===== config.mk =====
export PLATFORM = sky130hd
export DESIGN_NAME = fpau_div_cell
export DESIGN_NICKNAME = d
export VERILOG_FILES = /design/src/hw/rtl/fixed_point_arith_unit_core_defines.svh /design/src/hw/rtl/fpau_pkg.sv /design/src/hw/rtl/fpau_div_cell.sv
export SDC_FILE = /design/constraint.sdc
export NUM_CORES = 1
export LEC_CHECK = 0
export BUFFER_PORTS_ARGS = -buffer_cell sky130_fd_sc_hd__clkbuf_2
export CORE_AREA = 4 4 128 130
export CTS_CLUSTER_SIZE = 28
export DETAILED_ROUTE_END_ITERATION = 8
export DIE_AREA = 0 0 132 134
export PLACE_DENSITY_LB_ADDON = 0.15
export SLEW_MARGIN = 20
export SYNTH_ARGS = -nofsm -noshare
export SYNTH_HDL_FRONTEND = slang
export SYNTH_SLANG_ARGS = --single-unit

===== constraint.sdc =====
create_clock -name i_clk -period 5.6 [get_ports i_clk]
set_input_delay 0.28 -clock i_clk [delete_from_list [all_inputs] [get_ports i_clk]]
set_output_delay 0.28 -clock i_clk [all_outputs]
set_load 0.01 [all_outputs]

===== src/hw/rtl/fixed_point_arith_unit_core_defines.svh =====
// Assertion macros shared by the fixed-point unit RTL.
// No dependencies; included by files that carry concurrent checks.
`ifndef FIXED_POINT_ARITH_UNIT_CORE_DEFINES_SVH
`define FIXED_POINT_ARITH_UNIT_CORE_DEFINES_SVH

// Clocked property, ignored while reset is held low
`define FPAU_ASSERT(label, clk, rst_n, prop, msg) \
    label: assert property (@(posedge clk) disable iff (!rst_n) (prop)) else $error(msg);

// Condition that must never be seen at a clock edge
`define FPAU_NEVER(label, clk, rst_n, cond, msg) \
    `FPAU_ASSERT(label, clk, rst_n, !(cond), msg)

`endif


===== src/hw/rtl/fpau_pkg.sv =====
// Shared types and constants for the fixed-point arithmetic unit.
// No dependencies; imported by every module of the unit.
`default_nettype none

package fpau_pkg;

    localparam int unsigned WORD_W   = 32;
    localparam int unsigned EXP_W    = 8;
    localparam int unsigned MANT_W   = 23;
    localparam int unsigned EXP_BIAS = 127;

    // Opcodes
    localparam logic [1:0] OP_MUL  = 2'd0;
    localparam logic [1:0] OP_DIV  = 2'd1;
    localparam logic [1:0] OP_F2FX = 2'd2;
    localparam logic [1:0] OP_ABS  = 2'd3;

    // Status codes
    localparam logic [1:0] ST_OK        = 2'd0;
    localparam logic [1:0] ST_DIV_ZERO  = 2'd1;
    localparam logic [1:0] ST_MUL_RANGE = 2'd2;

    typedef struct packed {
        logic [1:0]               opcode;
        logic signed [WORD_W-1:0] operand_a;
        logic signed [WORD_W-1:0] operand_b;
    } t_in_item;

    typedef struct packed {
        logic signed [WORD_W-1:0] value;
        logic [1:0]               status;
    } t_out_item;

    // Per-item side data that travels along the divider cells
    typedef struct packed {
        logic              use_quot;   // result comes from the quotient
        logic              neg;        // operand signs differ
        logic [WORD_W-1:0] mb;         // divisor magnitude
        logic [WORD_W-1:0] rem;        // partial remainder
        logic [WORD_W-1:0] byp_value;  // result of the other operations
        logic [1:0]        byp_status;
    } t_lane;

endpackage

`default_nettype wire


===== src/hw/rtl/fpau_div_cell.sv =====
// One restoring-division step: one quotient bit per cell, then a register.
// Depends on fpau_pkg. Cells are chained in the top level.
`default_nettype none

module fpau_div_cell
    import fpau_pkg::*;
#(
    parameter int unsigned DW = 48
) (
    input  wire logic          i_clk,
    input  wire logic          i_rst_n,
    input  wire logic          i_en,
    input  wire logic          i_valid,
    input  wire t_lane         i_lane,
    input  wire logic [DW-1:0] i_dq,
    output logic               o_valid,
    output t_lane              o_lane,
    output logic [DW-1:0]      o_dq
);

    logic                r_valid;
    t_lane               r_lane;
    logic [DW-1:0]       r_dq;

    logic [WORD_W:0]     trial;
    logic [WORD_W+1:0]   diff;
    logic                ge;
    t_lane               n_lane;

    // Shift in the next dividend bit, try the subtract
    always_comb begin
        trial = {i_lane.rem, i_dq[DW-1]};
        diff  = {1'b0, trial} - {2'b00, i_lane.mb};
        ge    = ~diff[WORD_W+1];
        n_lane     = i_lane;
        n_lane.rem = ge ? diff[WORD_W-1:0] : trial[WORD_W-1:0];
    end

    always_ff @(posedge i_clk) begin
        if (!i_rst_n) begin
            r_valid <= 1'b0;
        end else if (i_en) begin
            r_valid <= i_valid;
        end
    end

    // Dividend bits leave at the top, quotient bits enter at the bottom
    always_ff @(posedge i_clk) begin
        if (i_en) begin
            r_lane <= n_lane;
            r_dq   <= {i_dq[DW-2:0], ge};
        end
    end

    assign o_valid = r_valid;
    assign o_lane  = r_lane;
    assign o_dq    = r_dq;

endmodule

`default_nettype wire


Word level (Yosys, flattened, before mapping)
Cells that the tools add are included.
- bits in registers: 149
- input bits: 152
- output and inout bits: 149
- word-level logic and storage cells: 11
- add/subtract/negate cells: 1
- muxes and demuxes: 1
- bitwise operators: 1
- operators by type and width (operator ; number):
    $sub 33x32->34 ; 1
    $mux 32 ; 1
    $not 1->1 ; 1

Longest topological paths before layout
- word-level depth: 2
- gate-level depth with buffers: 12
- depth with buffers taken out: 12

Worst setup path before layout
Ideal clock, no wire load.
- kind: input to register
- start point: in i_dq[47]
- end point: reg r_lane (netlist bit o_lane[60]) (data pin)
- setup time: 0.260 ns
- arrival time: 2.686 ns
- required time: 5.340 ns
- setup slack: 2.654 ns
- cell stages on the path: 12
- path buffers: 0
- cells stage by stage: inv_1 > ha_1 > inv_1 > fa_1 > a211oi_1 > o211a_1 > o31ai_2 > a221o_1 > a2111oi_4 > o21bai_2 > xor2_1 > mux2_4
- RTL lines (item ; RTL line ; RTL):
    start: declaration ; fpau_div_cell.sv:15 ; input wire logic [DW-1:0] i_dq,
    end signal: assignment ; fpau_div_cell.sv:50 ; r_lane <= n_lane;
    end: declaration ; fpau_div_cell.sv:22 ; t_lane r_lane;

==> reports/qor.csv <==
stage;metric;value;unit
placement;place.gp.congestion;0.842;
finish;syn2layout_area_growth;33.9;%
flow_run;max_cap_violations;0;
finish;layout.nets;969;
timing;period_minus_slack;2.95;ns
power;clkPwrFrac;37.1;%
power;power.density;336;mW/mm²
setup_path;r2r_setup_slack;5.01;ns
synth;synth_edf_count;148;
cts;cts_hold_buf;0;
floorplanning;die_x;132;µm
setup_path;critical_path.startpoint;i_lane[82];
synth;synth_top_area_cell;edfxtp_1;
power;seqPwrFrac;45.4;%
timing;setup_tns;0;ns
synth;synth.distinct_cells;59;
timing;finClkSkew;0;ns
detailed_routing;remaining_drc_errors;0;
global_routing;use_met3;6.79;%
setup_path;cpLargestDelayFamily;compound AO/OA/AOI/OAI gates;
setup_path;worstPathMaxFanout;22;
timing;rsz0062_at_grt;false;
setup_path;cp.required;5.76;ns
finish;drive_above_1_share;43.3;%
cts;clkSinkCount;149;
detailed_routing;drt_first_iter_violations;255;
power;switchingPower;0.801;mW
setup_path;path_buf_inv;3;
synth;synth.avg_cell_area;14.4;µm²
detailed_routing;dr.pass1.iters;4;
floorplanning;design.die.area;0.0177;mm²
floorplanning;core_area;0.0151;mm²
setup_path;cp-endpoint;o_lane[36]$_DFFE_PP_;
global_routing;overflow;0;
setup_path;crit_path_top_delay_cell;or3_1;
global_routing;use_met2;35.3;%
synth;synth-seq-cells;149;
floorplanning;initial_core_util;44.8;%
global_routing;grt_pass1_wl;28.1;mm
timing;finalHoldViolations;0;
setup_path;critPathKind;in -> reg;
timing;max_freq;339;MHz
global_routing;grt_start_max_net_pins;106;
power;comb_power_share;17.5;%
setup_path;worst_setup_path_start_kind;input pin;
detailed_routing;ant_nets;0;
cts;root_buffer;clkbuf_16;
synth;synth_top_area_share;65.5;%
timing;slew_violations;0;
finish;fill_cells;1237;
power;ir_drop;0.193;mV
finish;n_antenna_cell;0;
setup_path;endpoint_kind;register;
detailed_routing;viasPerCell;5.08;
global_routing;grt_usage;20.5;%
synth;ys.flop_type;edfxtp_1;
timing;relSlewSlack;34.8;%
finish;final_common_cell;clkbuf_2;
timing;setup-violations-final;0;
synth;syn_nets;655;
cts;cts_resized;0;
synth;async_flop_share;0;%
timing;fin_crit_sh;52.7;%
floorplanning;row_count;45;
finish;fin_util;60.0;%
power;power.leakage;4.11;nW
global_routing;grt.busiest_layer;met2;
finish;final_cell_mix;299 x clkbuf_2, 148 x edfxtp_1, 40 x inv_1;
setup_path;reg2reg_from;o_valid$_SDFFE_PN0P_;
placement;portBuffers;300;
global_routing;antenna_found_initial;2;
floorplanning;num_io_pins;301;
min_path;hold_path_class;in -> reg;
detailed_routing;dr_total_vias;4995;
synth;ys_warn_count;0;
detailed_routing;avgRoutedWirePerCell;18.7;µm
cts;post-cts-setup-buffers;0;
finish;seq_area;0.00446;mm²
global_routing;grt.met1_usage;24.1;%
setup_path;slowest_delay;0.43;ns
setup_path;ff2ff_path_depth;2;
synth;netlist_top_cells_area;edfxtp_1 65%, ha_1 5.9%, mux2_1 4.3%, inv_1 2.2%, a21oi_1 2.0%;
setup_path;arrival;3.11;ns
timing;worstMarginPinSlew;0.978;ns
synth;yosysSeqAreaShare;65.7;%
power;switching_share;26.2;%
synth;syn_area;0.00679;mm²
setup_path;crit_chain;clkbuf_2 > inv_1 > ha_1 > and3_1 > nand2_1 > or3_1 > o31ai_2 > a21boi_2 > a31oi_4 > buf_4 > mux2_1;
synth;syn_inst;470;
min_path;worstHoldStart;i_lane[32];
cts;cts_tree;built;
power;intPower;2.26;mW
detailed_routing;routed_wl;18.4;mm
floorplanning;die_h;134;µm
cts;cts_max_path_buffers;2;
setup_path;crit_cells;11;
outcome;status;completed;
setup_path;r2r-end;o_valid$_SDFFE_PN0P_;
cts;cts-buffers-inserted;17;
cts;clkLatencyLatePin;0.41;ns
cts;cts.clk_slew.worst_paths;0.07;ns
cts;h-tree-depth;4;
global_routing;grt_pass1_vias;5033;
placement;dpl.hpwl;14.5;mm
finish;multi_input_area;0.00213;mm²
## routing by layer
metal	up-vias	wire length [µm]	share of wire (%)
met5	-	36	0.20
met4	4	280	1.5
met3	26	1300	7.1
met2	188	9340	51
met1	2361	7420	40
li1	2416	-	-
## per-stage QoR
stage	hold WS, ns	setup WS [ns]	std cells	power [mW]	area, µm²
final	0.0329	2.65	984	3.06	9090
after detailed placement	0.459	2.17	953	1.95	8500
after global routing	0.00698	2.50	984	3.20	9090
after global placement	0.458	2.26	953	1.94	8500
after floorplan	0.379	2.65	470	1.70	6790
after CTS	0.0104	2.62	984	3.09	9090
## sequential cells by signal, summed over array words and instances (netlist names)
signal,count
o_lane,100
o_dq,48
o_valid,1
## worst register-to-register path, stage by stage (launching register included)
cell and delay (ns):
dfxtp_1 0.31, mux2i_1 0.12, nor2b_1 0.06
## worst min path at each step
stage | slack, ns | end | depth (start not counted)
after floorplan | 0.38 | o_dq[10]$_DFFE_PP_ | 0
after global placement | 0.46 | o_lane[24]$_DFFE_PP_ | 1
after detailed placement | 0.46 | o_lane[32]$_DFFE_PP_ | 1
after CTS | 0.01 | o_lane[32]$_DFFE_PP_ | 1
after global routing | 0.007 | o_dq[41]$_DFFE_PP_ | 1
final | 0.03 | o_lane[32]$_DFFE_PP_ | 1
## cell type report
class / count / area share (%)
tap: 188 / 2.59
timing repair buffer: 302 / 16.8
sequential: 149 / 49.1
clock buffer: 17 / 4.68
multi-input combinational: 274 / 23.4
clock inverter: 14 / 1.80
inverter: 40 / 1.65
## cell usage after synthesis, drive strengths merged, types with 7 or more instances
cell type and count:
edfxtp 148, and3 10, inv 40, nand2 26, xor2 9, mux2 28, xnor2 15, a21oi 28
a21o 9, nor2 15, ha 32, o21ai 15, nor3 7
## power by group through the flow
| stage | clock network (mW) | registers [mW] | logic [mW] |
|---|---|---|---|
| CTS | 1.16 | 1.39 | 0.542 |
| floorplan | 0 | 1.47 | 0.234 |
| global placement | 0 | 1.41 | 0.533 |
| global route | 1.22 | 1.40 | 0.585 |
| finish | 1.14 | 1.39 | 0.535 |
| detailed placement | 0 | 1.41 | 0.538 |
## cell families after synthesis
family,after synthesis,share of synthesized area (%)
AND/OR/NAND/NOR,85,6.12
multiplexers,33,5.44
AO/OA/AOI/OAI,99,10.5
flip-flops,149,65.7
adder cells (fa/ha/maj),33,6.19
XOR/XNOR,24,3.10
buffers and inverters,47,2.91
Power figures use the tool's default switching activity.
