### src/hw/rtl/fixed_point_arith_unit_core_defines.svh
// Assertion macros shared by the fixed-point unit RTL.
// No dependencies; included by files that carry concurrent checks.
`ifndef FIXED_POINT_ARITH_UNIT_CORE_DEFINES_SVH
`define FIXED_POINT_ARITH_UNIT_CORE_DEFINES_SVH

// Clocked property, ignored while reset is held low
`define FPAU_ASSERT(label, clk, rst_n, prop, msg) \
    label: assert property (@(posedge clk) disable iff (!rst_n) (prop)) else $error(msg);

// Condition that must never be seen at a clock edge
`define FPAU_NEVER(label, clk, rst_n, cond, msg) \
    `FPAU_ASSERT(label, clk, rst_n, !(cond), msg)

`endif

### src/hw/rtl/fpau_pkg.sv
// Shared types and constants for the fixed-point arithmetic unit.
// No dependencies; imported by every module of the unit.
`default_nettype none

package fpau_pkg;

    localparam int unsigned WORD_W   = 32;
    localparam int unsigned EXP_W    = 8;
    localparam int unsigned MANT_W   = 23;
    localparam int unsigned EXP_BIAS = 127;

    // Opcodes
    localparam logic [1:0] OP_MUL  = 2'd0;
    localparam logic [1:0] OP_DIV  = 2'd1;
    localparam logic [1:0] OP_F2FX = 2'd2;
    localparam logic [1:0] OP_ABS  = 2'd3;

    // Status codes
    localparam logic [1:0] ST_OK        = 2'd0;
    localparam logic [1:0] ST_DIV_ZERO  = 2'd1;
    localparam logic [1:0] ST_MUL_RANGE = 2'd2;

    typedef struct packed {
        logic [1:0]               opcode;
        logic signed [WORD_W-1:0] operand_a;
        logic signed [WORD_W-1:0] operand_b;
    } t_in_item;

    typedef struct packed {
        logic signed [WORD_W-1:0] value;
        logic [1:0]               status;
    } t_out_item;

    // Per-item side data that travels along the divider cells
    typedef struct packed {
        logic              use_quot;   // result comes from the quotient
        logic              neg;        // operand signs differ
        logic [WORD_W-1:0] mb;         // divisor magnitude
        logic [WORD_W-1:0] rem;        // partial remainder
        logic [WORD_W-1:0] byp_value;  // result of the other operations
        logic [1:0]        byp_status;
    } t_lane;

endpackage

`default_nettype wire

### src/hw/rtl/fpau_front.sv
// Operand decode: multiply, float-to-fixed, abs, and divider setup.
// Depends on fpau_pkg. Two register stages, advanced by i_en.
`default_nettype none

module fpau_front
    import fpau_pkg::*;
#(
    parameter int unsigned FRAC_BITS = 16,
    localparam int unsigned DW = WORD_W + FRAC_BITS
) (
    input  wire logic          i_clk,
    input  wire logic          i_rst_n,
    input  wire logic          i_en,
    input  wire logic          i_valid,
    input  wire t_in_item      i_item,
    output logic               o_valid,
    output t_lane              o_lane,
    output logic [DW-1:0]      o_dq
);

    localparam int unsigned F2F_K = EXP_BIAS + MANT_W - FRAC_BITS;
    localparam logic [EXP_W-1:0] K8 = EXP_W'(F2F_K);

    // Stage A registers
    logic                     r_a_valid;
    logic [1:0]               r_op;
    logic signed [2*WORD_W-1:0] r_prod;
    logic [WORD_W-1:0]        r_ma;
    logic [WORD_W-1:0]        r_mb;
    logic                     r_neg;
    logic                     r_dz;
    logic [WORD_W-1:0]        r_simple;

    // Stage B registers
    logic                     r_b_valid;
    t_lane                    r_lane;
    logic [DW-1:0]            r_dq;

    logic signed [2*WORD_W-1:0] n_prod;
    logic [WORD_W-1:0]        n_ma;
    logic [WORD_W-1:0]        n_mb;
    logic [WORD_W-1:0]        n_simple;
    logic [WORD_W-1:0]        f2f_mag;
    logic [WORD_W-1:0]        m32;
    logic [EXP_W-1:0]         f_exp;
    logic [EXP_W-1:0]         lsh;
    logic [EXP_W-1:0]         rsh;

    logic signed [2*WORD_W-1:0] sh_prod;
    logic [WORD_W-1:0]        hi_word;
    logic                     mul_ok;
    t_lane                    n_lane;

    // Stage A: multiply, magnitudes, float conversion, abs
    always_comb begin
        n_prod = i_item.operand_a * i_item.operand_b;
        n_ma = i_item.operand_a[WORD_W-1] ? (WORD_W'(0) - WORD_W'(i_item.operand_a))
                                          : WORD_W'(i_item.operand_a);
        n_mb = i_item.operand_b[WORD_W-1] ? (WORD_W'(0) - WORD_W'(i_item.operand_b))
                                          : WORD_W'(i_item.operand_b);

        // hidden bit always set
        f_exp = i_item.operand_a[WORD_W-2 -: EXP_W];
        m32 = {{(WORD_W-MANT_W-1){1'b0}}, 1'b1, i_item.operand_a[MANT_W-1:0]};
        lsh = f_exp - K8;
        rsh = K8 - f_exp;
        if (f_exp >= K8) begin
            f2f_mag = (lsh < EXP_W'(WORD_W)) ? (m32 << lsh[4:0]) : '0;
        end else begin
            f2f_mag = (rsh < EXP_W'(WORD_W)) ? (m32 >> rsh[4:0]) : '0;
        end

        if (i_item.opcode == OP_F2FX) begin
            n_simple = i_item.operand_a[WORD_W-1] ? (WORD_W'(0) - f2f_mag) : f2f_mag;
        end else begin
            n_simple = n_ma;  // abs wraps: most negative word maps to itself
        end
    end

    always_ff @(posedge i_clk) begin
        if (!i_rst_n) begin
            r_a_valid <= 1'b0;
        end else if (i_en) begin
            r_a_valid <= i_valid;
        end
    end

    always_ff @(posedge i_clk) begin
        if (i_en) begin
            r_op     <= i_item.opcode;
            r_prod   <= n_prod;
            r_ma     <= n_ma;
            r_mb     <= n_mb;
            r_neg    <= i_item.operand_a[WORD_W-1] ^ i_item.operand_b[WORD_W-1];
            r_dz     <= (i_item.operand_b == '0);
            r_simple <= n_simple;
        end
    end

    // Stage B: scale the product, range check, seed the divider
    always_comb begin
        sh_prod = r_prod >>> FRAC_BITS;
        hi_word = sh_prod[2*WORD_W-1:WORD_W];
        // in range when -2^32 < shifted product < 2^32
        mul_ok = (hi_word == '0) || ((hi_word == '1) && (sh_prod[WORD_W-1:0] != '0));

        n_lane.use_quot = (r_op == OP_DIV) && !r_dz;
        n_lane.neg      = r_neg;
        n_lane.mb       = r_mb;
        n_lane.rem      = '0;
        case (r_op)
            OP_MUL: begin
                n_lane.byp_value  = sh_prod[WORD_W-1:0];
                n_lane.byp_status = mul_ok ? ST_OK : ST_MUL_RANGE;
            end
            OP_DIV: begin
                n_lane.byp_value  = '0;
                n_lane.byp_status = r_dz ? ST_DIV_ZERO : ST_OK;
            end
            default: begin
                n_lane.byp_value  = r_simple;
                n_lane.byp_status = ST_OK;
            end
        endcase
    end

    always_ff @(posedge i_clk) begin
        if (!i_rst_n) begin
            r_b_valid <= 1'b0;
        end else if (i_en) begin
            r_b_valid <= r_a_valid;
        end
    end

    always_ff @(posedge i_clk) begin
        if (i_en) begin
            r_lane <= n_lane;
            r_dq   <= {r_ma, {FRAC_BITS{1'b0}}};
        end
    end

    assign o_valid = r_b_valid;
    assign o_lane  = r_lane;
    assign o_dq    = r_dq;

endmodule

`default_nettype wire

### config.mk
export PLATFORM = sky130hd
export DESIGN_NAME = fpau_front
export DESIGN_NICKNAME = d
export VERILOG_FILES = /design/src/hw/rtl/fixed_point_arith_unit_core_defines.svh /design/src/hw/rtl/fpau_pkg.sv /design/src/hw/rtl/fpau_front.sv
export SDC_FILE = /design/constraint.sdc
export NUM_CORES = 2
export LEC_CHECK = 0
export BUFFER_PORTS_ARGS = -buffer_cell sky130_fd_sc_hd__buf_2
export CAP_MARGIN = 40
export CORE_AREA = 2 2 293 295
export CTS_BUF_LIST = sky130_fd_sc_hd__clkbuf_16
export DETAILED_ROUTE_END_ITERATION = 6
export DIE_AREA = 0 0 295 297
export GPL_TIMING_DRIVEN = 0
export PLACE_DENSITY = 0.83
export SLEW_MARGIN = 25
export SYNTH_ARGS = -nofsm -noshare
export SYNTH_HDL_FRONTEND = slang
export SYNTH_SLANG_ARGS = --single-unit
### constraint.sdc
create_clock -name i_clk -period 9.3 [get_ports i_clk]
set_input_delay 0.93 -clock i_clk [delete_from_list [all_inputs] [get_ports i_clk]]
set_output_delay 0.93 -clock i_clk [all_outputs]
set_load 0.02 [all_outputs]
Word level (Yosys, flattened, before mapping)

Index checks and enable logic that the tools add are counted.

Flip-flop bits (word level): 266
Bits in latches: 0
Memory bits (writable): 0
Memory bits (read-only): 0
Output and inout bits: 149
Word-level logic and storage cells: 49
Memories: 0

$add $sub $neg: 5
Multipliers: 1
Divide/modulo/power cells: 0
Order comparisons: 3
Equality and inequality tests: 3
Shifts and indexed selects: 2
Multiplexer cells: 10
Bitwise operators: 1
Reductions and logical operators: 8

Operators by type and width:

| cell                  | count |
|---|---|
| $mux 32               | 6 |
| $sub 1x32->32 const A | 3 |
| $pmux 34 s2           | 1 |
| $logic_not 32->1      | 2 |
| $mul 32x32->64        | 1 |
| $eq 32x32->1 const B  | 1 |
| $reduce_bool 32->1    | 1 |
| $shl 24x5->32         | 1 |
| $shr 24x5->32         | 1 |
| $mux 31               | 1 |
| $lt 8x6->1 const B    | 2 |
| $ge 8x8->1 const B    | 1 |
| $sub 8x8->8 const A   | 1 |
| $sub 8x8->8 const B   | 1 |
| $eq 2x1->1 const B    | 1 |
| $eq 2x2->1 const B    | 1 |
| $logic_and 1x1->1     | 2 |
| $logic_not 2->1       | 1 |
| $mux 2                | 1 |
| $logic_not 1->1       | 1 |
| $logic_or 1x1->1      | 1 |
| $mux 1                | 1 |
| $xor 1x1->1           | 1 |

Depth between registers and ports, before layout

Depth after elaboration: 7
Gate-level depth with buffers: 35
Gate-level depth less buffers: 30

Worst setup path after synthesis

Ideal clock, no wire load.

Path kind: input to register
Start point: input i_item[63] (netlist name)
End point: register r_prod[62], data pin
Library setup time: 0.258 ns
Arrival time: 9.115 ns
Data required time: 9.042 ns
Slack: -0.072 ns
Cell stages on the path: 30
Buffers on the path: 3
Cell sequence: clkbuf_1 buf_1 clkbuf_1 and2_1 fa_1 inv_1 fa_1 fa_1 inv_1 fa_1 inv_1 fa_1 inv_1 fa_1 fa_1 inv_1 fa_1 inv_1 ha_1 a21o_1 a21o_1 a21oi_1 o21ai_0 a21boi_0 a21oi_1 nand2_1 a311o_1 a31o_2 a21oi_1 xnor2_1

Cells in the longest elaborated chain, start to end: 1

Ends and longest elaborated chain:

| item                 | RTL line         | RTL |
|---|---|---|
| start, declared      | fpau_front.sv:15 | `input wire t_in_item i_item,` |
| $mul 32x32->64       | fpau_front.sv:56 | `n_prod = i_item.operand_a * i_item.operand_b;` |
| named net n_prod[62] | fpau_front.sv:39 | `logic signed [2*WORD_W-1:0] n_prod;` |
| end signal, assigned | fpau_front.sv:91 | `r_prod <= n_prod;` |
| end, declared        | fpau_front.sv:27 | `logic signed [2*WORD_W-1:0] r_prod;` |

The timed path passes the listed nets, and every way through them passes these cells.
A chain may end at the register's enable or synchronous reset.

Worst setup path after layout

Start point: input i_item[52] (netlist name)
End point: register r_prod[45], data pin

The elaborated chain is that of the path after synthesis.

==> results.md <==
- Iteration-0 DRC Markers: 4515
- Cell area after synthesis: 0.0494 sq mm
- Synth area leaders: fa_1 (44%), edfxtp_1 (15%), inv_1 (7.7%)
- DR pass1 iterations: 6
- CP delay by family, top: adder cells
- Final TNS setup: 0 ns
- Initial cell density of the core: 58.5%
- Maximum clock path buffer count: 3
- First-pass GRT wire length: 269000 um
- Global Route met1 Usage: 52.0%
- Arr. time, crit path: 9.63 ns
- Dpl cells: 6356
- Grt met2 use: 65.0%
- Crit path time final: 9.27 ns
- Gate Count Post-Synth: 4943
- Period utilization: 99.7%
- Die Area: 0.0876 sq mm
- WP data required: 9.66 ns
- Final setup fails: 0
- Max-cap violations: 0
- Pre-CTS setup slack: -2.45 ns
- H-Tree Depth: 1
- Clock tree sinks: 250
- Clk root buf: clkbuf_16
- GP Congestion: 1.05
- Post-route insts no fill: 6402
- Post-DR wirelength/cell: 28.5 um
- Top cell type's share of synthesized area: 43.8%
- Reg clk slew, reported paths: 0.06 ns
- Outcome: complete, no violations
- CTS tree: built
- Synth unique cells: 90
- CTS Buf Count: 27
- FILL cells: 6843
- Yosys reg bits: 250
- Via count: 38800
- Hold crit path type: flip-flop to flip-flop
- Mapped Avg Cell Area: 10.0 sq um
- Post-synth ARST share: 0%
- Initial antenna violation count: 30
- Worst skew pair latency: 0.60 ns
- Grt met3 use: 11.6%
- ANT nets after route: 0
- Top FF cell, synth: edfxtp_1
- Worst path bufs/invs: 7
- Die Wd: 295 um
- Setup CP Type: primary input to flip-flop
- Crit end category: flip-flop
- Residual overflow from global routing: 0
- Worst path most repeated cell: fa_1
- Slowest stage delay, CP: 0.74 ns
- GRT Resource Usage Total: 43.1%
- Vias per inst: 6.05
- CP Launch Type: primary input
- Worst Max-Slew Pin Slew: 0.985 ns
- Detailed Route WL: 183000 um
- Die H: 297 um
- Critical path peak fanout: 10
- Row cnt: 107
- Port Buffers: 147
- DRC viols: 0
- CP max-delay cell: fa_1
- Final Max Slew Viols: 0
- Synthesis Warnings: 0
- Synthesis-to-layout area growth: 8.98%
- Top-level I/O count: 219
- Setup WS post-layout: 0.0284 ns
- Pin count of the biggest net entering global routing: 101
- Post-synth EDFFs: 248
- Final hold violation count: 0
- DP HPWL: 154000 um
- Post-synthesis sequential area ratio: 15.2%
- Vias in the first global route: 41400
- Most used routing layer: met2
- Relative slew slack: 34.3%
- Synth area leader: fa_1
- Layout cell share with drive strength beyond 1: 10.4%
- Final setup skew: 0.0138 ns
- Core box area: 0.0845 sq mm
- Max Freq: 108 MHz
- Final Net Count: 6570
==> timing repair <==
| action | CTS | global route |
|---|---|---|
| gates resized for setup | 70 | 66 |
| setup buffers | 2 | 2 |
| pin swaps | 3 | 4 |
| setup endpoints to repair | 35 | 20 |
| hold buffers | 0 | 0 |
==> flip-flops by register name (all words and copies together), names as in the netlist <==
register and count:
r_prod 48, o_dq 32, r_op 2, r_a_valid 1
r_neg 1, r_ma 32, r_dz 1, r_simple 32
o_lane 68, o_valid 1, r_mb 32
==> kinds of logic after synthesis <==
kind of cell             Yosys count  share of synthesized area, %
AND/OR/NAND/NOR                 1400                          14.1
buffers and inverters           1380                          11.0
adder cells (fa/ha/maj)         1271                          48.6
AO/OA/AOI/OAI                    372                          5.12
flip-flops                       250                          15.2
XOR/XNOR                         154                          2.76
multiplexers                     115                          3.26
other                              1                       0.00759
==> cell usage in the layout (no fill, tap or decap), types with 38 or more instances in the layout <==
| cell type | n |
|---|---|
| mux2i_1 | 43 |
| and2_1 | 492 |
| nand2_1 | 597 |
| mux2_2 | 38 |
| clkbuf_1 | 171 |
| xnor2_1 | 115 |
| buf_2 | 183 |
| ha_1 | 190 |
| clkbuf_2 | 48 |
| buf_4 | 57 |
| edfxtp_1 | 248 |
| a21oi_1 | 83 |
| o21ai_0 | 65 |
| conb_1 | 48 |
| nor2_1 | 126 |
| fa_1 | 1078 |
| buf_6 | 74 |
| inv_1 | 1023 |
==> path summary, 6_finish.rpt <==
check	start	end	slack, ns	depth (start not counted)
hold reg to reg	r_ma[31]	o_dq[47]	0.41	0
setup reg to reg	r_op[1]	o_lane[19]	6.91	5
setup / recovery	i_item[52]	r_prod[45]	0.03	26
hold / removal	r_ma[31]	o_dq[47]	0.41	0
==> Yosys cell counts (all sizes together) (39+ instances only) <==
library cell and number:
buf 113, clkbuf 245, edfxtp 248, ha 190, fa 1081, nor2 126
a21oi 89, mux2 39, mux2i 43, xnor2 121, and2 492, nand2 599
o21ai 74, inv 1019
==> routing by layer <==
metal | vias to the layer above | wire length [um]
met5 | - | 87
met4 | 12 | 19800
met3 | 909 | 22700
met2 | 2810 | 79800
met1 | 19600 | 60200
li1 | 15500 | -
==> stage by stage <==
stage                     area (sq um)  hold slack (ns)  util, %
after CTS                        53600            0.409     63.5
after global routing             53800            0.407     63.7
final                            53800            0.411     63.7
after detailed placement         52600            0.405     62.3
after floorplan                  49600            0.400        -
after global placement           51800            0.401     61.3
==> layout make-up <==
cell class              instances  area, sq um  area share (%)
diodes                          9         22.5          0.0418
plain buffers                 331         1630            3.02
clock buffers                  27          676            1.25
clock inverters                22          208           0.386
inverters                    1022         3840            7.12
multi-input cells            3360        36800            68.3
flip-flops and latches        250         7490            13.9
well taps                    1144         1430            2.66
repair buffers                237         1770            3.29
Power is not shown: default switching activity piles up to over one toggle a cycle in this logic, so the estimate is an artifact.
