--- src/hw/rtl/fixed_point_arith_unit_core_defines.svh ---
// Assertion macros shared by the fixed-point unit RTL.
// No dependencies; included by files that carry concurrent checks.
`ifndef FIXED_POINT_ARITH_UNIT_CORE_DEFINES_SVH
`define FIXED_POINT_ARITH_UNIT_CORE_DEFINES_SVH

// Clocked property, ignored while reset is held low
`define FPAU_ASSERT(label, clk, rst_n, prop, msg) \
    label: assert property (@(posedge clk) disable iff (!rst_n) (prop)) else $error(msg);

// Condition that must never be seen at a clock edge
`define FPAU_NEVER(label, clk, rst_n, cond, msg) \
    `FPAU_ASSERT(label, clk, rst_n, !(cond), msg)

`endif

--- src/hw/rtl/fpau_pkg.sv ---
// Shared types and constants for the fixed-point arithmetic unit.
// No dependencies; imported by every module of the unit.
`default_nettype none

package fpau_pkg;

    localparam int unsigned WORD_W   = 32;
    localparam int unsigned EXP_W    = 8;
    localparam int unsigned MANT_W   = 23;
    localparam int unsigned EXP_BIAS = 127;

    // Opcodes
    localparam logic [1:0] OP_MUL  = 2'd0;
    localparam logic [1:0] OP_DIV  = 2'd1;
    localparam logic [1:0] OP_F2FX = 2'd2;
    localparam logic [1:0] OP_ABS  = 2'd3;

    // Status codes
    localparam logic [1:0] ST_OK        = 2'd0;
    localparam logic [1:0] ST_DIV_ZERO  = 2'd1;
    localparam logic [1:0] ST_MUL_RANGE = 2'd2;

    typedef struct packed {
        logic [1:0]               opcode;
        logic signed [WORD_W-1:0] operand_a;
        logic signed [WORD_W-1:0] operand_b;
    } t_in_item;

    typedef struct packed {
        logic signed [WORD_W-1:0] value;
        logic [1:0]               status;
    } t_out_item;

    // Per-item side data that travels along the divider cells
    typedef struct packed {
        logic              use_quot;   // result comes from the quotient
        logic              neg;        // operand signs differ
        logic [WORD_W-1:0] mb;         // divisor magnitude
        logic [WORD_W-1:0] rem;        // partial remainder
        logic [WORD_W-1:0] byp_value;  // result of the other operations
        logic [1:0]        byp_status;
    } t_lane;

endpackage

`default_nettype wire

--- src/hw/rtl/fpau_outbuf.sv ---
// Two-entry result buffer between the pipeline and the output channel.
// Depends on fpau_pkg and the assertion macro header.
`default_nettype none
`include "fixed_point_arith_unit_core_defines.svh"

module fpau_outbuf
    import fpau_pkg::*;
(
    input  wire logic      i_clk,
    input  wire logic      i_rst_n,
    input  wire logic      i_wr_en,
    input  wire t_out_item i_wr_data,
    input  wire logic      i_rd_stall,
    output logic           o_full,
    output logic           o_valid,
    output t_out_item      o_data
);

    t_out_item   r_mem [2];
    logic        r_wr_ptr;
    logic        r_rd_ptr;
    logic [1:0]  r_count;

    logic        rd_en;
    logic [1:0]  n_count;

    assign rd_en   = o_valid && !i_rd_stall;
    assign o_valid = (r_count != 2'd0);
    assign o_full  = (r_count == 2'd2);
    assign o_data  = r_mem[r_rd_ptr];

    always_comb begin
        n_count = r_count + 2'(i_wr_en) - 2'(rd_en);
    end

    // Pointers and occupancy
    always_ff @(posedge i_clk) begin
        if (!i_rst_n) begin
            r_wr_ptr <= 1'b0;
            r_rd_ptr <= 1'b0;
            r_count  <= 2'd0;
        end else begin
            if (i_wr_en) r_wr_ptr <= ~r_wr_ptr;
            if (rd_en)   r_rd_ptr <= ~r_rd_ptr;
            r_count <= n_count;
        end
    end

    // Storage
    always_ff @(posedge i_clk) begin
        if (i_wr_en) begin
            r_mem[r_wr_ptr] <= i_wr_data;
        end
    end

    `FPAU_NEVER(a_count_range, i_clk, i_rst_n, r_count == 2'd3, "result buffer count overflow")
    `FPAU_NEVER(a_no_write_full, i_clk, i_rst_n, i_wr_en && o_full, "write into full result buffer")
    `FPAU_ASSERT(a_drain_count, i_clk, i_rst_n, (rd_en && !i_wr_en) |=> (r_count == $past(r_count) - 2'd1), "count did not drop after transfer")

endmodule

`default_nettype wire
--- config.mk ---
export PLATFORM = sky130hd
export DESIGN_NAME = fpau_outbuf
export DESIGN_NICKNAME = d
export VERILOG_FILES = /design/src/hw/rtl/fpau_pkg.sv /design/src/hw/rtl/fpau_outbuf.sv
export VERILOG_INCLUDE_DIRS = /design/src /design/src/hw/rtl
export SDC_FILE = /design/constraint.sdc
export NUM_CORES = 1
export LEC_CHECK = 0
export ABC_CLOCK_PERIOD_IN_PS = 2870
export BUFFER_PORTS_ARGS = -buffer_cell sky130_fd_sc_hd__clkbuf_2
export CAP_MARGIN = 40
export CORE_UTILIZATION = 40
export DETAILED_ROUTE_END_ITERATION = 10
export SLEW_MARGIN = 25
export SYNTH_ARGS = -nofsm -noshare
export SYNTH_HDL_FRONTEND = slang
export SYNTH_SLANG_ARGS = --single-unit
export TNS_END_PERCENT = 20
--- constraint.sdc ---
create_clock -name i_clk -period 2.87 [get_ports i_clk]
set_input_delay 0.4305 -clock i_clk [delete_from_list [all_inputs] [get_ports i_clk]]
set_output_delay 0.4305 -clock i_clk [all_outputs]
set_load 0.01 [all_outputs]
## Yosys cells after proc, flatten, opt, wreduce, memory -nomap -nowiden

Memories as Yosys holds them, arrays and structs flattened. A register that Yosys moved wholly into a read port is not among the register bits.
Cells that the tools add are included.

- Memories: 1
- Output and inout port bits: 36
- Bits in writable memories: 68
- Logic and storage cells: 16
- Flip-flop bits (word level): 4

- Equal/unequal tests: 1
- Bitwise logic cells: 2
- Multiplexer cells: 4
- Reductions and logical operators: 3
- $add $sub $neg: 2

Memory list:

| name | words | width | read ports | clocked after memory_dff | write ports | line | source |
|---|---|---|---|---|---|---|---|
| r_mem | 2 | 34 | 1 | 1 | 1 | fpau_outbuf.sv:19 | `t_out_item r_mem [2];` |

Operator list:

| operator | count |
|---|---|
| 1-bit 2-to-1 mux | 4 |
| 2-bit by 1-bit adder with 2-bit output | 1 |
| 2-bit equality test, second input constant | 1 |
| 1-bit inverter | 2 |
| 2-bit nonzero test | 1 |
| 2-bit by 1-bit subtractor with 2-bit output | 1 |
| 1-bit logical AND | 1 |
| 1-bit logical NOT | 1 |

## Logic depth before layout (Yosys ltp)

Gate-level depths: netlist of run 1.

- Depth in word-level cells: 4
- Gate-level depth with buffers: 6
- Gate-level depth less buffers: 6

## Worst setup path before layout of run 1

Ideal clock, no wire load.

- Path type: input port to flip-flop
- Start: input port i_wr_en
- End: memory r_mem[0][0] (netlist name), enable pin
- Path slack: 0.445 ns
- Arrival time: 1.994 ns
- Stages: 1
- Setup time: 0.430 ns
- Cell sequence: nor2b_1

- Cells in the longest elaborated chain, start to end: 2

Ends and longest elaborated chain:

| what | line | source |
|---|---|---|
| from (decl) | fpau_outbuf.sv:11 | `input wire logic i_wr_en,` |
| 1-bit 2-to-1 mux | fpau_outbuf.sv:51 | `if (i_wr_en) begin` |
| 1-bit 2-to-1 mux (implied by the code) | fpau_outbuf.sv:52 | `r_mem[r_wr_ptr] <= i_wr_data;` |
| to (decl) | fpau_outbuf.sv:19 |  |

No other way between the ends.

==> results of run 1 <==
-- final cells by class --
type | count | area [µm²]
fillers | 610 | 3350
flip-flops and latches | 73 | 2140
multi-input cells | 50 | 643
repair buffers | 76 | 413
clock buffers | 12 | 135
well taps | 96 | 120
clock inverters | 4 | 20.0
inverters | 2 | 7.51
-- sequential cells by signal (all words and copies together) (netlist names), named ones only --
name	flops
r_mem	68
r_count	2
r_rd_ptr	1
r_wr_ptr	1
-- power by group through the flow --
stage | Combinational (mW) | Sequential, mW | Clock, mW
3_3_place_gp | 0.602 | 1.33 | 0
5_1_grt | 0.652 | 1.31 | 0.723
6_report | 0.598 | 1.30 | 0.652
4_1_cts | 0.611 | 1.31 | 0.676
3_5_place_dp | 0.610 | 1.33 | 0
2_1_floorplan | 0.493 | 1.29 | 0
-- worst max path at each step --
stage	startpoint	endpoint	depth (start not counted)
4_1_cts	flop	o_data[12]	3
5_1_grt	flop	o_data[12]	3
3_3_place_gp	flop	o_data[12]	3
3_5_place_dp	flop	o_data[12]	3
2_1_floorplan	i_wr_en	r_mem[0][0]	1
6_report	flop	o_data[30]	3
-- placed cells by master, fill, tap and decap left out --
cell | netlist | final
sky130_fd_sc_hd__inv_1 | 2 | 2
sky130_fd_sc_hd__clkinvlp_4 | 0 | 1
sky130_fd_sc_hd__buf_4 | 0 | 1
sky130_fd_sc_hd__or2_2 | 1 | 1
sky130_fd_sc_hd__dfxtp_2 | 0 | 1
sky130_fd_sc_hd__o21ba_2 | 1 | 1
sky130_fd_sc_hd__dfxtp_1 | 5 | 4
sky130_fd_sc_hd__and2_2 | 0 | 1
sky130_fd_sc_hd__nor2b_1 | 4 | 3
sky130_fd_sc_hd__nor2b_4 | 0 | 1
sky130_fd_sc_hd__xnor3_1 | 1 | 1
sky130_fd_sc_hd__mux2i_1 | 2 | 2
sky130_fd_sc_hd__clkinv_2 | 0 | 1
sky130_fd_sc_hd__and2_1 | 2 | 1
sky130_fd_sc_hd__buf_12 | 3 | 2
sky130_fd_sc_hd__mux2_2 | 4 | 4
sky130_fd_sc_hd__ha_1 | 2 | 2
sky130_fd_sc_hd__o21a_1 | 1 | 1
sky130_fd_sc_hd__edfxtp_1 | 68 | 68
sky130_fd_sc_hd__nand2_1 | 1 | 1
sky130_fd_sc_hd__clkbuf_8 | 0 | 9
sky130_fd_sc_hd__clkbuf_2 | 0 | 73
sky130_fd_sc_hd__clkbuf_1 | 0 | 3
sky130_fd_sc_hd__nand2b_1 | 1 | 1
sky130_fd_sc_hd__clkinv_1 | 0 | 2
sky130_fd_sc_hd__mux2_4 | 30 | 30
-- cells by family (layout without fill, tap and decap cells) --
group,Yosys count,count (layout),synth area share (%)
buffers and inverters,6,94,2.76
and+or+nand+nor,9,9,1.88
muxes,36,36,18.1
AOI/OAI and AO/OA,2,2,0.614
adders and majority gates,2,2,0.876
xor gates and xnor gates,1,1,0.789
DFF,73,73,75.0
-- through the flow --
step	std cells	util [%]	power [mW]	hold WS [ns]	setup WS (ns)
floorplan	129	-	1.78	0.452	0.445
global placement	296	48.4	1.93	0.460	1.10
detailed placement	297	48.7	1.94	0.481	1.08
CTS	313	51.0	2.59	0.264	0.702
global route	313	51.0	2.69	0.255	0.661
finish	313	51.0	2.55	0.284	0.755
-- metal layers --
layer	vias to the layer above	part of all wire, %	GRT usage (%)	wire length [µm]
li1	663	-	-	-
met1	661	43	15.5	1920
met2	43	49	19.1	2180
met3	9	6.4	5.24	285
met4	0	1.3	6.36	57
met5	-	0	0	0
==> impl_summary.log, run 1 <==
INFO  metric synth.avg_cell_area = 22.1 µm²
INFO  metric synth_ff_type = sky130_fd_sc_hd__edfxtp_1
INFO  metric slowest_delay = 0.62 ns
INFO  metric synth-edff-count = 68
INFO  metric finalCritPeriodShare = 73.7%
INFO  metric insertedDiodeCount = 0
INFO  metric number_of_antenna_violations_at_the_first_check_in_global_routing = 0
INFO  metric cp-start-kind = flop
INFO  metric final_antenna_net_count = 0
INFO  metric worst-r2r-setup-slack = 1.44 ns
INFO  metric synth_warnings = 0
INFO  metric num-nets-final = 252
INFO  metric holdPathStages = 1
INFO  metric status = completed
INFO  metric floorplan.core_area = 6830 µm²
INFO  metric critical_path.reg2reg.endpoint = r_count[1]
INFO  metric number_of_input_and_output_port_buffers_inserted = 73
INFO  metric rows = 30
INFO  metric cpLargestDelayFamily = flip-flops
INFO  metric rsz_0062_raised_after_global_routing = no
INFO  metric power-per-cell-area = 733 nW/µm²
INFO  metric cpMaxStageDelayCell = sky130_fd_sc_hd__dfxtp_2
INFO  metric routed_wirelength = 4430 µm
INFO  metric seqPwrFrac = 51.0%
INFO  metric resized_after_cts = 0
INFO  metric power.leakage = 1.39 nW
INFO  metric yosys.cell_count.top_type = sky130_fd_sc_hd__edfxtp_1
INFO  metric maxSlewViolCount = 0
INFO  metric number_of_instances_in_the_synthesized_netlist = 129
INFO  metric grt_pass1_vias = 1,370
INFO  metric firstDrtPassIters = 4
INFO  metric intPower = 1.90 mW
INFO  metric clock_path_buffers = 2
INFO  metric number_of_setup_violations_in_the_final_report = 0
INFO  metric layout-drive-gt1-share = 58.1%
INFO  metric num_vias = 1,376
INFO  metric clk_pin_slew_worst_paths = 0.07 ns
INFO  metric critPathArrivalTime = 1.68 ns
INFO  metric synth_fp_nets = 169
INFO  metric seq_total_area_yosys = 75.0%
INFO  metric critical_path.cell_chain = buf_12 > mux2_4 > clkbuf_2
INFO  metric hold_start = i_wr_data[23]
INFO  metric placed_cell_area = 3330 µm²
INFO  metric cts_tree = built
INFO  metric netlist.area_leader.share = 71.5%
INFO  metric dieArea = 7480 µm²
INFO  metric clock-sinks = 73
INFO  metric die-height = 86.5 µm
INFO  metric worst-path-buf-inv = 2
INFO  metric timing.critical_path.fanout_max = 21
INFO  metric endpoint_kind = output pin
INFO  metric flow.area_growth_from_synthesis = 22.0%
INFO  metric worst_slew_pin_slew = 0.464 ns
INFO  metric synth.ff_latch_count = 73
INFO  metric r2r_start = r_count[1]
INFO  metric grt-ovfl-total = 0
INFO  metric total_drc_errors_in_the_routed_layout = 0
INFO  metric finalHoldViolations = 0
INFO  metric synth.lib_cells_used.distinct = 17
INFO  metric max_freq = 473 MHz
INFO  metric first_pass_grt_wire_length = 6730 µm
INFO  metric critical_path_type = flop to output pin
INFO  metric hold_class = input pin to flop
INFO  metric min_to = r_mem[0][23]
INFO  metric cts-buffers-inserted = 9
INFO  metric gp_congestion = 0.660
INFO  metric reg2regPathDepth = 6
INFO  metric slew_headroom = 69.0%
INFO  metric finalInstanceArea = 3480 µm²
INFO  metric maximum_number_of_pins_on_one_net_before_global_route_repair = 35
INFO  metric netlist_top_cells_area = sky130_fd_sc_hd__edfxtp_1, sky130_fd_sc_hd__mux2_4, sky130_fd_sc_hd__dfxtp_1
INFO  metric clock_latency = 0.33 ns
INFO  metric timing.final.crit_period = 2.12 ns
INFO  metric netlist_area = 2860 µm²
INFO  metric wl_per_cell = 14.2 µm
INFO  metric synthDominantAreaCellType = sky130_fd_sc_hd__edfxtp_1
INFO  metric finalClockSkew = 0.00607 ns
INFO  metric h_tree_depth = 3
INFO  metric power.share.clock = 25.5%
INFO  metric fin_setup_tns = 0 ns
INFO  metric drtIter0Drc = 87
INFO  metric drt-vias-per-instance = 4.40
INFO  metric io_pins = 74
INFO  metric ctsHoldBuffers = 0
INFO  metric initial_core_util = 41.8%
INFO  metric root_buffer = sky130_fd_sc_hd__clkbuf_8
INFO  metric post_cts.repair.setup_buffers = 0
INFO  metric share_comb_of_total_power = 23.4%
INFO  metric timing.critical_path.required = 2.44 ns
INFO  metric peakVddDrop = 0.000382 V
INFO  metric synth_commonest_cells = sky130_fd_sc_hd__edfxtp_1, sky130_fd_sc_hd__mux2_4, sky130_fd_sc_hd__dfxtp_1, sky130_fd_sc_hd__mux2_2, sky130_fd_sc_hd__nor2b_1
INFO  metric switching_power = 0.652 mW
INFO  metric groute.usage.overall = 12.6%
INFO  metric cap_violations = 0
INFO  metric fp.dieW = 86.5 µm
INFO  metric proportion_of_synthesized_flip_flops_having_asynchronous_set_or_reset = 0%
INFO  metric switching_share = 25.5%
Power figures use the tool's default switching activity.
==> run 2: changes to the inputs <==
- ABC_CLOCK_PERIOD_IN_PS: 2870 -> 1960
- clock period: 2.87 -> 1.96 ns (I/O delays scaled with it)
==> run 2 against run 1 <==
  * Die area is the same
  * Worst hold slack lost 0.14 ns
  * Sequential cell count is the same
  * Wire length grew 1.2%
  * Global-route usage grew 0.43 points
  * Setup slack lost 0.57 ns
  * Sequential share of layout area shrank 1.6 points
  * Utilization grew 1.4 points
  * First-iteration DRC count shrank 26%
  * Critical endpoint is now o_data[8]
==> impl_summary.log, run 2 (synthesis gave the netlist of run 1 again) <==
INFO  metric clock_latency = 0.34 ns
INFO  metric slew_headroom = 73.7%
INFO  metric rsz_0062_raised_after_global_routing = no
INFO  metric biggestRegsByFlops = r_mem: 68 flops, r_count: 2 flops
INFO  metric finalClockSkew = 0.00813 ns
INFO  metric hold_class = input pin to flop
INFO  metric h_tree_depth = 3
INFO  metric number_of_input_and_output_port_buffers_inserted = 73
INFO  metric final_cells = 317
INFO  metric dpl.hpwl = 3190 µm
INFO  metric cp-start-kind = flop
INFO  metric status = completed
INFO  metric finalCritPeriodShare = 90.7%
INFO  metric worst_slew_pin_slew = 0.395 ns
INFO  metric fin_total_pwr = 3.95 mW
INFO  metric number_of_antenna_violations_at_the_first_check_in_global_routing = 0
INFO  metric layout-drive-gt1-share = 61.1%
INFO  metric num_vias = 1,399
INFO  metric peakVddDrop = 0.000644 V
INFO  metric gp_congestion = 0.714
INFO  metric final_cell_mix = sky130_fd_sc_hd__clkbuf_2, sky130_fd_sc_hd__edfxtp_1, sky130_fd_sc_hd__mux2_4
INFO  metric placed_cell_area = 3380 µm²
INFO  metric clk_pin_slew_worst_paths = 0.08 ns
INFO  metric endpoint_kind = output pin
INFO  metric rows = 30
INFO  metric critical_path_type = flop to output pin
INFO  metric maxSlewViolCount = 0
INFO  metric routed_wirelength = 4490 µm
INFO  metric final_antenna_net_count = 0
INFO  metric holdPathStages = 1
INFO  metric fp.dieW = 86.5 µm
INFO  metric finalHoldViolations = 0
INFO  metric finalInstanceArea = 3580 µm²
INFO  metric grt.busiest_layer = met2
INFO  metric grtUsageMet3 = 3.43%
INFO  metric insertedDiodeCount = 0
INFO  metric cts-buffers-inserted = 9
INFO  metric critical_path.reg2reg.endpoint = r_count[1]
INFO  metric clock-sinks = 73
INFO  metric timing.final.crit_period = 1.78 ns
INFO  metric r2r_start = r_count[1]
INFO  metric initial_core_util = 41.8%
INFO  metric cap_violations = 0
INFO  metric first_pass_grt_wire_length = 6920 µm
INFO  metric max_freq = 563 MHz
INFO  metric dieArea = 7480 µm²
INFO  metric hold_start = i_wr_data[5]
INFO  metric met1_resource_use_gr = 14.7%
INFO  metric num-nets-final = 256
INFO  metric wl_per_cell = 14.2 µm
INFO  metric total_drc_errors_in_the_routed_layout = 0
INFO  metric gr-usage-met2 = 21.1%
INFO  metric power-per-cell-area = 1100 nW/µm²
INFO  metric io_pins = 74
INFO  metric root_buffer = sky130_fd_sc_hd__clkbuf_8
INFO  metric clock_path_buffers = 2
INFO  metric power.leakage = 1.43 nW
INFO  metric timing.critical_path.required = 1.67 ns
INFO  metric critPathArrivalTime = 1.48 ns
INFO  metric flow.area_growth_from_synthesis = 25.4%
INFO  metric floorplan.core_area = 6830 µm²
INFO  metric largest_register_ffs = 68
INFO  metric worst-r2r-setup-slack = 0.54 ns
INFO  metric largest-register = r_mem
INFO  metric grt-ovfl-total = 0
INFO  metric placed_cells = 301
INFO  metric cts_tree = built
INFO  metric fin_setup_tns = 0 ns
INFO  metric drtIter0Drc = 64
INFO  metric firstDrtPassIters = 2
INFO  metric timing.final.ws_setup = 0.182 ns
INFO  metric final_common_cell = sky130_fd_sc_hd__clkbuf_2
INFO  metric number_of_setup_violations_in_the_final_report = 0
INFO  metric die-height = 86.5 µm
INFO  metric reg2regPathDepth = 6
INFO  metric groute.usage.overall = 13.0%
INFO  metric maximum_number_of_pins_on_one_net_before_global_route_repair = 18
INFO  metric min_to = r_mem[0][5]
INFO  metric preCtsSetupSlack = 0.377 ns
INFO  metric grt_pass1_vias = 1,442
INFO  metric timing.critical_path.fanout_max = 12
INFO  metric drt-vias-per-instance = 4.41
[run 2: cell type report]
cell class / count / area (µm²)
flip-flops and latches: 73 / 2150
clock buffers: 9 / 124
repair buffers: 80 / 468
multi-input cells: 50 / 643
inverters: 2 / 7.51
well taps: 96 / 120
fillers: 604 / 3250
clock inverters: 7 / 71.3
[run 2: through the flow]
stage / utilization (%) / hold WS, ns
after floorplan: - / 0.393
after global placement: 49.5 / 0.459
after detailed placement: 49.5 / 0.465
after CTS: 52.4 / 0.121
after global routing: 52.4 / 0.125
final: 52.4 / 0.140
[run 2: where the power goes]
group / switching [mW] / internal [mW]
combinational: 0.386 / 0.546
clock: 0.533 / 0.584
sequential: 0.0801 / 1.82
total: 0.999 / 2.95
[run 2: metal layers]
layer  share of wire, %  up-vias
met5                  0        -
met4                3.2        0
met3                4.9       12
met2                 50       44
met1                 42      671
li1                   -      672
[run 2: how the worst max path moves through the flow]
stage             endpoint  slack, ns  depth (start not counted)
5_1_grt          o_data[8]       0.12                          3
6_report         o_data[8]       0.18                          3
3_3_place_gp     o_data[8]       0.41                          3
3_5_place_dp     o_data[8]       0.38                          3
4_1_cts          o_data[8]       0.01                          3
2_1_floorplan  r_mem[0][0]       0.32                          1
[run 2: critical path, stage by stage, from the launching register on]
cell	delay [ns]
sky130_fd_sc_hd__dfxtp_4	0.50
sky130_fd_sc_hd__buf_12	0.21
sky130_fd_sc_hd__mux2_4	0.31
sky130_fd_sc_hd__clkbuf_2	0.14
[run 2: timing repair]
| action | 4_1_cts | 5_1_grt |
|---|---|---|
| hold buffers | 0 | 0 |
| setup endpoints to repair | 0 | 15 |
| setup buffers | 0 | 0 |
| gates resized for setup | 0 | 1 |
==> run 3: changes to the inputs <==
- REMOVE_ABC_BUFFERS: not set -> 1
==> run 3 against run 2 <==
  * Via count decreased by 2.5%
  * Worst hold slack better by 0.0091 ns
  * Register-to-register slack worse by 0.03 ns
  * Die area is the same
  * Global-route usage down 0.34 points
  * First-iteration DRC count shrank 36%
  * Critical endpoint is now o_data[3]
  * Wire length is 0.38% lower
  * Non-clock buffer count fell by 2
==> impl_summary.log, run 3 (synthesis gave the netlist of run 1 again) <==
INFO  metric cpLargestDelayFamily = flip-flops
INFO  metric grt_pass1_vias = 1,346
INFO  metric routed_wirelength = 4470 µm
INFO  metric slowest_delay = 0.50 ns
INFO  metric num_vias = 1,364
INFO  metric critical_path.cell_chain = buf_12 > mux2_4 > clkbuf_2
INFO  metric finalCritPeriodShare = 91.9%
INFO  metric number_of_antenna_violations_at_the_first_check_in_global_routing = 0
INFO  metric largest-register = r_mem
INFO  metric power.leakage = 1.45 nW
INFO  metric hold_class = input pin to flop
INFO  metric io_pins = 74
INFO  metric layout-drive-gt1-share = 60.1%
INFO  metric final_cell_mix = sky130_fd_sc_hd__clkbuf_2, sky130_fd_sc_hd__edfxtp_1, sky130_fd_sc_hd__mux2_4
INFO  metric firstDrtPassIters = 4
INFO  metric gp_congestion = 0.691
INFO  metric die-height = 86.5 µm
INFO  metric critical_path_type = flop to output pin
INFO  metric finalClockSkew = 0.00629 ns
INFO  metric dieArea = 7480 µm²
INFO  metric power-per-cell-area = 1160 nW/µm²
INFO  metric finalHoldViolations = 0
INFO  metric clock-sinks = 73
INFO  metric cpMaxStageDelayCell = sky130_fd_sc_hd__dfxtp_2
INFO  metric wl_per_cell = 14.2 µm
INFO  metric resized_after_cts = 0
INFO  metric root_buffer = sky130_fd_sc_hd__clkbuf_8
INFO  metric timing.final.crit_period = 1.80 ns
INFO  metric clock_latency = 0.33 ns
INFO  metric flow.area_growth_from_synthesis = 25.6%
INFO  metric number_of_input_and_output_port_buffers_inserted = 73
INFO  metric cts_tree = built
INFO  metric peakVddDrop = 0.000540 V
INFO  metric maxSlewViolCount = 0
INFO  metric total_drc_errors_in_the_routed_layout = 0
INFO  metric timing.critical_path.fanout_max = 16
INFO  metric num-nets-final = 254
INFO  metric final_antenna_net_count = 0
INFO  metric clk_pin_slew_worst_paths = 0.07 ns
INFO  metric number_of_setup_violations_in_the_final_report = 0
INFO  metric dpl.hpwl = 3060 µm
INFO  metric worst_slew_pin_slew = 0.292 ns
INFO  metric floorplan.core_area = 6830 µm²
INFO  metric cp-start-kind = flop
INFO  metric cts-buffers-inserted = 9
INFO  metric rows = 30
INFO  metric status = completed
INFO  metric grt-ovfl-total = 0
INFO  metric first_pass_grt_wire_length = 6760 µm
INFO  metric final_common_cell = sky130_fd_sc_hd__clkbuf_2
INFO  metric clock_path_buffers = 2
INFO  metric preCtsSetupSlack = 0.499 ns
INFO  metric endpoint_kind = output pin
INFO  metric biggestRegsByFlops = r_mem: 68 flops, r_count: 2 flops
INFO  metric rsz_0062_raised_after_global_routing = no
INFO  metric h_tree_depth = 3
INFO  metric fp.dieW = 86.5 µm
INFO  metric ctsHoldBuffers = 0
INFO  metric groute.usage.overall = 12.7%
INFO  metric drtIter0Drc = 41
INFO  metric cap_violations = 0
INFO  metric initial_core_util = 41.8%
INFO  metric max_freq = 555 MHz
INFO  metric largest_register_ffs = 68
INFO  metric timing.critical_path.required = 1.67 ns
INFO  metric worst-path-buf-inv = 2
INFO  metric insertedDiodeCount = 0
INFO  metric post_cts.repair.setup_buffers = 0
INFO  metric timing.final.ws_setup = 0.158 ns
INFO  metric critPathArrivalTime = 1.51 ns
INFO  metric fin_setup_tns = 0 ns
INFO  metric drt-vias-per-instance = 4.34
INFO  metric maximum_number_of_pins_on_one_net_before_global_route_repair = 36
INFO  metric slew_headroom = 80.5%
## run 3: metal layers
metal	vias to the layer above	share of wire, %	GRT usage, %	wire, µm
li1	666	-	-	-
met1	645	47	16.8	2080
met2	46	46	18.8	2080
met3	7	5.6	4.48	252
met4	0	1.3	5.91	59
met5	-	0	0	0
## run 3: report_power, final
| part | total, mW | internal [mW] | switching (mW) |
|---|---|---|---|
| registers | 1.89 | 1.82 | 0.0728 |
| clock network | 1.33 | 0.834 | 0.499 |
| logic | 0.927 | 0.539 | 0.388 |
## run 3: layout make-up
class                   instances  area, µm²
fillers                       576       3250
flip-flops and latches         73       2140
multi-input cells              50        643
repair buffers                 78        440
clock buffers                   9        124
well taps                      96        120
clock inverters                 6        108
inverters                       2       7.51
## run 3: per-stage QoR
step | area, µm² | instances | utilization [%] | hold slack, ns | power, mW
final | 3590 | 314 | 52.5 | 0.149 | 4.15
after global placement | 3350 | 299 | 49.1 | 0.459 | 2.86
after CTS | 3590 | 314 | 52.5 | 0.130 | 4.22
after global routing | 3590 | 314 | 52.5 | 0.133 | 4.33
after floorplan | 2780 | 125 | - | 0.393 | 2.54
after detailed placement | 3350 | 299 | 49.1 | 0.480 | 2.87
## run 3: final timing paths
check,start,slack (ns),cells past startpoint,endpoint
max,flop,0.16,3,o_data[3]
min,i_wr_data[13],0.15,1,r_mem[1][13]
max reg2reg,r_count[1],0.51,6,r_count[1]
min reg2reg,r_rd_ptr,0.49,2,r_rd_ptr
